===== src/hdl/ith_pkg.sv =====
// Package for the ISODATA threshold binarizer: widths, action codes and the
// request type passed from the front queue to the back engine. No dependencies.
package ith_pkg;

    localparam int COUNT_BITS = 20;
    localparam int FRAC_BITS  = 16;
    localparam int MAX_ROUNDS = 32;

    localparam int PIX_W     = 8;
    localparam int NUM_BINS  = 1 << PIX_W;
    localparam int THR_W     = PIX_W + FRAC_BITS;
    localparam int CNT_SUM_W = COUNT_BITS + PIX_W;
    localparam int SUM_W     = COUNT_BITS + 2 * PIX_W;
    localparam int IDX_W     = PIX_W + 1;
    localparam int DCNT_W    = $clog2(THR_W + 1);
    localparam int ROUND_W   = $clog2(MAX_ROUNDS + 1);
    localparam int ACC_END   = NUM_BINS + 2;

    localparam logic [COUNT_BITS-1:0] BIN_MAX   = {COUNT_BITS{1'b1}};
    localparam logic [THR_W-1:0]      HALF_STEP = THR_W'(1) << (FRAC_BITS - 1);

    typedef logic [1:0] t_action;
    localparam t_action ACT_LOAD     = 2'd0;
    localparam t_action ACT_LAST     = 2'd1;
    localparam t_action ACT_CLASSIFY = 2'd2;
    localparam t_action ACT_SPARE    = 2'd3;

    localparam logic KIND_REPORT = 1'b0;
    localparam logic KIND_PIXEL  = 1'b1;

    typedef struct packed {
        t_action             action;
        logic [PIX_W-1:0]    pixel;
    } t_item;

endpackage


===== src/hdl/ith_front.sv =====
// Front part: accepts requests, drops the spare action code and holds the rest
// in a two-entry queue for the back engine. Depends on ith_pkg.
module ith_front
    import ith_pkg::*;
(
    input  logic             i_clk,
    input  logic             i_rst_n,
    input  logic             i_valid,
    output logic             o_stall,
    input  t_action          i_action,
    input  logic [PIX_W-1:0] i_pixel_value,
    output logic             o_q_valid,
    output t_item            o_q_item,
    input  logic             i_q_pop
);

    t_item      r_slot [2];
    logic       r_wr;
    logic       r_rd;
    logic [1:0] r_cnt;
    logic       push;
    logic       accept;

    // classify the request: the spare code is taken and dropped
    always_comb begin
        o_stall   = (r_cnt == 2'd2);
        accept    = i_valid && !o_stall;
        push      = accept && (i_action != ACT_SPARE);
        o_q_valid = (r_cnt != 2'd0);
        o_q_item  = r_slot[r_rd];
    end

    // queue pointers and fill count
    always_ff @(posedge i_clk) begin
        if (!i_rst_n) begin
            r_wr  <= 1'b0;
            r_rd  <= 1'b0;
            r_cnt <= 2'd0;
        end else begin
            if (push) begin
                r_wr <= !r_wr;
            end
            if (i_q_pop) begin
                r_rd <= !r_rd;
            end
            r_cnt <= r_cnt + 2'(push) - 2'(i_q_pop);
        end
    end

    // queue storage
    always_ff @(posedge i_clk) begin
        if (push) begin
            r_slot[r_wr] <= '{action: i_action, pixel: i_pixel_value};
        end
    end

`ifndef SYNTHESIS
    a_spare_not_queued: assert property (@(posedge i_clk) disable iff (!i_rst_n)
        (accept && i_action == ACT_SPARE) |=> (r_cnt <= $past(r_cnt)))
        else $error("spare action entered the queue");
    a_pop_nonempty: assert property (@(posedge i_clk) disable iff (!i_rst_n)
        i_q_pop |-> (r_cnt != 2'd0))
        else $error("pop from empty queue");
`endif

endmodule


===== config.mk =====
export PLATFORM = sky130hd
export DESIGN_NAME = ith_front
export DESIGN_NICKNAME = d
export VERILOG_FILES = /design/src/hdl/ith_pkg.sv /design/src/hdl/ith_front.sv
export SDC_FILE = /design/constraint.sdc
export NUM_CORES = 1
export LEC_CHECK = 0
export BUFFER_PORTS_ARGS = -buffer_cell sky130_fd_sc_hd__buf_4
export CAP_MARGIN = 20
export CORE_MARGIN = 3
export CORE_UTILIZATION = 50
export CTS_BUF_LIST = sky130_fd_sc_hd__clkbuf_4
export DETAILED_ROUTE_END_ITERATION = 16
export PLACE_DENSITY_LB_ADDON = 0.12
export SYNTH_ARGS = -nofsm -noshare
export SYNTH_HDL_FRONTEND = slang
export SYNTH_SLANG_ARGS = --single-unit

===== constraint.sdc =====
create_clock -name i_clk -period 2.6 [get_ports i_clk]
set_input_delay 0.13 -clock i_clk [delete_from_list [all_inputs] [get_ports i_clk]]
set_output_delay 0.13 -clock i_clk [all_outputs]
set_load 0.01 [all_outputs]

Yosys cells after proc, flatten, opt, wreduce, memory -nomap -nowiden

Memories as Yosys holds them, arrays and structs flattened. A register that Yosys moved wholly into a read port is not among the register bits.
Index checks and enable logic that the tools add are counted.

Reduce and logical (&&, ||, !) cells: 6
Equality and inequality tests: 2
Add/subtract/negate cells: 2
Mux-type cells: 4

Operator list:

| cell                                        | count |
|---|---|
| 1-bit 2-to-1 mux                            | 4 |
| 1-bit zero test                             | 3 |
| 2-bit by 1-bit adder with 2-bit output      | 1 |
| 2-bit equality test, second input constant  | 1 |
| 1-bit logical AND                           | 2 |
| 2-bit != test, second input constant        | 1 |
| 2-bit nonzero test                          | 1 |
| 2-bit by 1-bit subtractor with 2-bit output | 1 |

Flip-flop bits (word level): 4
Memories: 1
RAM bits: 20
Output and inout bits: 12

Memory list:

| memory | words | width | rd ports | clocked after Yosys merged registers in | wr ports | line            | RTL |
|---|---|---|---|---|---|---|---|
| r_slot | 2     | 10    | 1        | 1                                       | 1        | ith_front.sv:17 | `t_item r_slot [2];` |

Longest topological paths before layout

Depth after elaboration: 6
Gate-level depth with buffers: 8
Mapped depth without buffers: 8

Worst setup path after synthesis

No wires, ideal clock.

Path type: reg-to-reg
Start point: register r_cnt[1]
End point: register r_cnt[1]
Stages on the path, launching flop included: 9
Required time: 2485 ps
Clock period less this slack: 1574 ps
Arrival: 1459 ps
Path slack: 1026 ps
Cells stage by stage: dfxtp_1 nor2b_4 nand3b_4 ha_1 inv_1 ha_1 xnor2_1 xnor2_1 and2_1

Word-level cells in the longest chain between the ends: 6

Ends and longest elaborated chain:

| what                                        | line            | RTL |
|---|---|---|
| from (decl)                                 | ith_front.sv:20 | `logic [1:0] r_cnt;` |
| from (signal assigned)                      | ith_front.sv:46 | `r_cnt <= r_cnt + 2'(push) - 2'(i_q_pop);` |
| 2-bit equality test                         | ith_front.sv:26 | `o_stall = (r_cnt == 2'd2);` |
| net o_stall                                 | ith_front.sv:9  | `output logic o_stall,` |
| 1-bit zero test                             | ith_front.sv:27 | `accept = i_valid && !o_stall;` |
| 1-bit logical AND                           | ith_front.sv:27 |  |
| 1-bit logical AND                           | ith_front.sv:28 | `push = accept && (i_action != ACT_SPARE);` |
| 2-bit by 1-bit adder with 2-bit output      | ith_front.sv:46 |  |
| 2-bit by 1-bit subtractor with 2-bit output | ith_front.sv:46 |  |

The timed path passes the listed nets, and every way through them passes these cells.
A chain may end at the register's enable or synchronous reset.

Worst setup path after layout

Start point: input port i_action[0]
End point: memory r_slot[0][4] (netlist bit) (enable)

Word-level cells in the longest chain between the ends: 4

Ends and longest elaborated chain:

| what                                   | line            | RTL |
|---|---|---|
| from (decl)                            | ith_front.sv:10 | `input t_action i_action,` |
| 2-bit != test                          | ith_front.sv:28 |  |
| 1-bit logical AND                      | ith_front.sv:28 |  |
| 1-bit 2-to-1 mux                       | ith_front.sv:52 | `if (push) begin` |
| 1-bit 2-to-1 mux (not written as such) | ith_front.sv:53 | `r_slot[r_wr] <= '{action: i_action, pixel: i_pixel_value};` |
| to (decl)                              | ith_front.sv:17 |  |

No other way between the ends.

==> impl_summary.log <==
INFO  metric post_layout_worst_setup_margin = around 0.86 ns
INFO  metric postRouteAntennaNets = 0
INFO  metric largest_area_contributor_in_the_synthesized_netlist = sky130_fd_sc_hd__edfxtp_1
INFO  metric route.detailed.wl_per_inst = 13.18 um
INFO  metric grt_usage = 14.65%
INFO  metric post-dp-hpwl = between 1 and 1.5 mm
INFO  metric cts_tree = built
INFO  metric use_met3 = 3.021%
INFO  metric synthCells = 56
INFO  metric holdCritPathClass = in2reg
INFO  metric setup-tns-final = 0 ns
INFO  metric netlist_top_cells_count = 20 x sky130_fd_sc_hd__edfxtp_1, 10 x sky130_fd_sc_hd__mux2_2, 5 x sky130_fd_sc_hd__dfxtp_1
INFO  metric grt-ovfl-total = 0
INFO  metric timing.critical_path.from_type = primary input
INFO  metric cts_root_buffer = sky130_fd_sc_hd__clkbuf_4
INFO  metric core_region_area = 1783 sq um
INFO  metric drv_slew = 0
INFO  metric cts-root-to-sink-buffers = 2
INFO  metric design.die.area = 2507 sq um
INFO  metric finalCritPeriodShare = between 60% and 70%
INFO  metric grt_first_pass_wirelength = ~2.7 mm
INFO  metric placed_area = about 1200 sq um
INFO  metric grt_max_degree = 16
INFO  metric max_slew.worst_pin.slew = ~0.84 ns
INFO  metric outcome = complete, no violations
INFO  metric post-cts-setup-buffers = 0
INFO  metric grt_setup_unrepaired = no
INFO  metric hold_violations = 0
INFO  metric final_core_utilization = approximately three quarters
INFO  metric maxCapViolCount = 0
INFO  metric mappedNetlistNets = 72
INFO  metric headroom_to_the_max_slew_limit = roughly 43%
INFO  metric cts_sinks = 25
INFO  metric irDropWorstVdd = 412.4 uV
INFO  metric skew = 0.0005767 ns
INFO  metric floorplan.initialDensity = about 54%
INFO  metric post_synth_num_cell_types = 15
INFO  metric port_buffers = 25
INFO  metric preCtsSetupSlack = 0.9318 ns
INFO  metric clkLatencyLatePin = ~0.31 ns
INFO  metric vias = around 570
INFO  metric post_synth_instance_area = between 900 and 1000 sq um
INFO  metric crit_arrival = 1.70 ns
INFO  metric ys_warn_count = 0
INFO  metric grt_pass1_vias = between 500 and 600
INFO  metric totalWireLength = about 1.6 mm
INFO  metric grt_most_used_layer = met2
INFO  metric cellPowerDensity = between 600 and 700 nW/um^2
INFO  metric cts.clk_slew.worst_paths = ~0.13 ns
INFO  metric postSynthRegisterBits = 25
INFO  metric fmaxAchievable = roughly 570 MHz
INFO  metric grtUsageMet1 = about 17%
INFO  metric cts_hold_buf = 10
INFO  metric drc = 0
INFO  metric syn_to_final_growth = 35.44%
INFO  metric grtUsageMet2 = 25.65%
INFO  metric async_flop_share = 0%
INFO  metric first_pass_iters = 2
INFO  metric finish.net_count = 111
INFO  metric synthFlopType = sky130_fd_sc_hd__edfxtp_1
INFO  metric synthMostInstantiatedCell = sky130_fd_sc_hd__edfxtp_1
INFO  metric synth_enable_flop_cells = 20
INFO  metric period_needed = approximately 1.7 ns
INFO  metric cts-htree-levels = 1
INFO  metric category_of_the_critical_setup_timing_path = in2reg
INFO  metric routability_congestion_estimate = about 0.68
INFO  metric ys_seq_area_share = ~72%
INFO  metric floorplan.io_pins = 26
INFO  metric critPathRequiredTime = approximately 2.6 ns
INFO  metric netlist.area_leader.share = between 60 and 70%
INFO  metric die_h = about 50 um
INFO  metric instances_no_fill = between 100 and 150
INFO  metric fp.dieW = 50.07 um
INFO  metric post_route_cells_drive_above_1_share = 44.68%
INFO  metric numCtsBuffers = 3
INFO  metric netlist_top_cells_area = sky130_fd_sc_hd__edfxtp_1 62%, sky130_fd_sc_hd__mux2_2 12%, sky130_fd_sc_hd__dfxtp_1 10%
INFO  metric grt_antenna_before_repair = 0
INFO  metric synth.avg_cell_area = between 15 and 20 sq um
INFO  metric drtIter0Drc = 3
INFO  metric design_area = roughly 1300 sq um
INFO  metric timing.critical_path.to_type = flop
INFO  metric post_cts_resize_count = 0
INFO  metric dp.cells = approximately 110
INFO  metric floorplan.rows = 15
INFO  metric crit_path_max_fanout = 10
INFO  metric post_drt_via_cell_ratio = around 4.8
INFO  metric antenna_cells_inserted = 0
INFO  metric power_leakage = 0.5222 nW
INFO  metric setup_violations = 0
stage by stage:
stage / power [mW] / hold WS (ns)
after floorplan: 0.6375 / 0.2289
final: 0.9026 / 0.05111
after global routing: 0.9584 / 0.04685
after detailed placement: 0.7281 / 0.3196
after CTS: 0.9108 / 0.04440
after global placement: 0.7230 / 0.3179
area by class of cell:
| cell class | instances | area (sq um) |
|---|---|---|
| Timing Repair Buffer | 35 | 287.8 |
| Multi-Input combinational cell | 28 | 257.7 |
| Sequential cell | 25 | 700.7 |
| Fill cell | 127 | 467.9 |
| Tap cell | 25 | 31.28 |
| Inverter | 2 | 7.507 |
| Clock buffer | 3 | 22.52 |
| Clock inverter | 1 | 7.507 |
cells by family (layout without fill, tap and decap cells):
family	after synthesis	in the layout	synth area share, %
mux	11	11	12.63
buf+inv	3	41	1.288
xor+xnor	3	3	2.707
flops	25	25	72.17
simple gates	12	12	8.634
fa+ha+maj	2	2	2.577
cells in the final DEF (no fill, tap or decap):
cell and count:
sky130_fd_sc_hd__mux2_2 10, sky130_fd_sc_hd__nor2b_4 1, sky130_fd_sc_hd__clkbuf_4 3, sky130_fd_sc_hd__buf_4 25
sky130_fd_sc_hd__mux2i_1 1, sky130_fd_sc_hd__nand3b_4 1, sky130_fd_sc_hd__dlygate4sd3_1 10, sky130_fd_sc_hd__xnor2_1 2
sky130_fd_sc_hd__and2_1 4, sky130_fd_sc_hd__clkinvlp_4 1, sky130_fd_sc_hd__dfxtp_1 5, sky130_fd_sc_hd__nand2_1 3
sky130_fd_sc_hd__edfxtp_1 20, sky130_fd_sc_hd__nor2_1 2, sky130_fd_sc_hd__inv_1 2, sky130_fd_sc_hd__xor2_1 1
sky130_fd_sc_hd__or2_2 1, sky130_fd_sc_hd__ha_1 2
worst max-delay path: stages:
cell and delay, ns:
sky130_fd_sc_hd__dlygate4sd3_1 0.56, sky130_fd_sc_hd__buf_4 0.15, sky130_fd_sc_hd__nand2_1 0.10, sky130_fd_sc_hd__nand3b_4 0.11, sky130_fd_sc_hd__nor2_1 0.66
sequential cells by signal (all words and copies together), names as in the netlist, named ones only:
name	flops
r_cnt	2
r_rd	1
r_slot	20
r_wr	1
report_power, final:
group          switching [mW]  leakage [nW]  total, mW  internal, mW
clock network           0.114        0.0139      0.173        0.0587
registers              0.0247         0.226      0.509         0.485
logic                  0.0893         0.282      0.220         0.131
path summary, 6_finish.rpt:
kind | startpoint | cells past startpoint | slack (ns) | endpoint
min reg2reg | r_wr$_SDFFE_PN0P_ | 2 | 0.49 | r_wr$_SDFFE_PN0P_
max reg2reg | r_cnt[1]$_SDFF_PN0_ | 3 | 0.93 | r_slot[0][4]$_DFFE_PP_
min | i_rst_n | 2 | 0.05 | r_cnt[1]$_SDFF_PN0_
max | i_action[0] | 5 | 0.86 | r_slot[0][4]$_DFFE_PP_
routing by layer:
| metal | vias to the layer above | wire length (um) |
|---|---|---|
| met5 | - | 0 |
| met3 | 4 | 70 |
| met1 | 270 | 633 |
| met2 | 18 | 839 |
| li1 | 277 | - |
| met4 | 0 | 25 |
No activity file was read; power rests on OpenSTA's default activity.
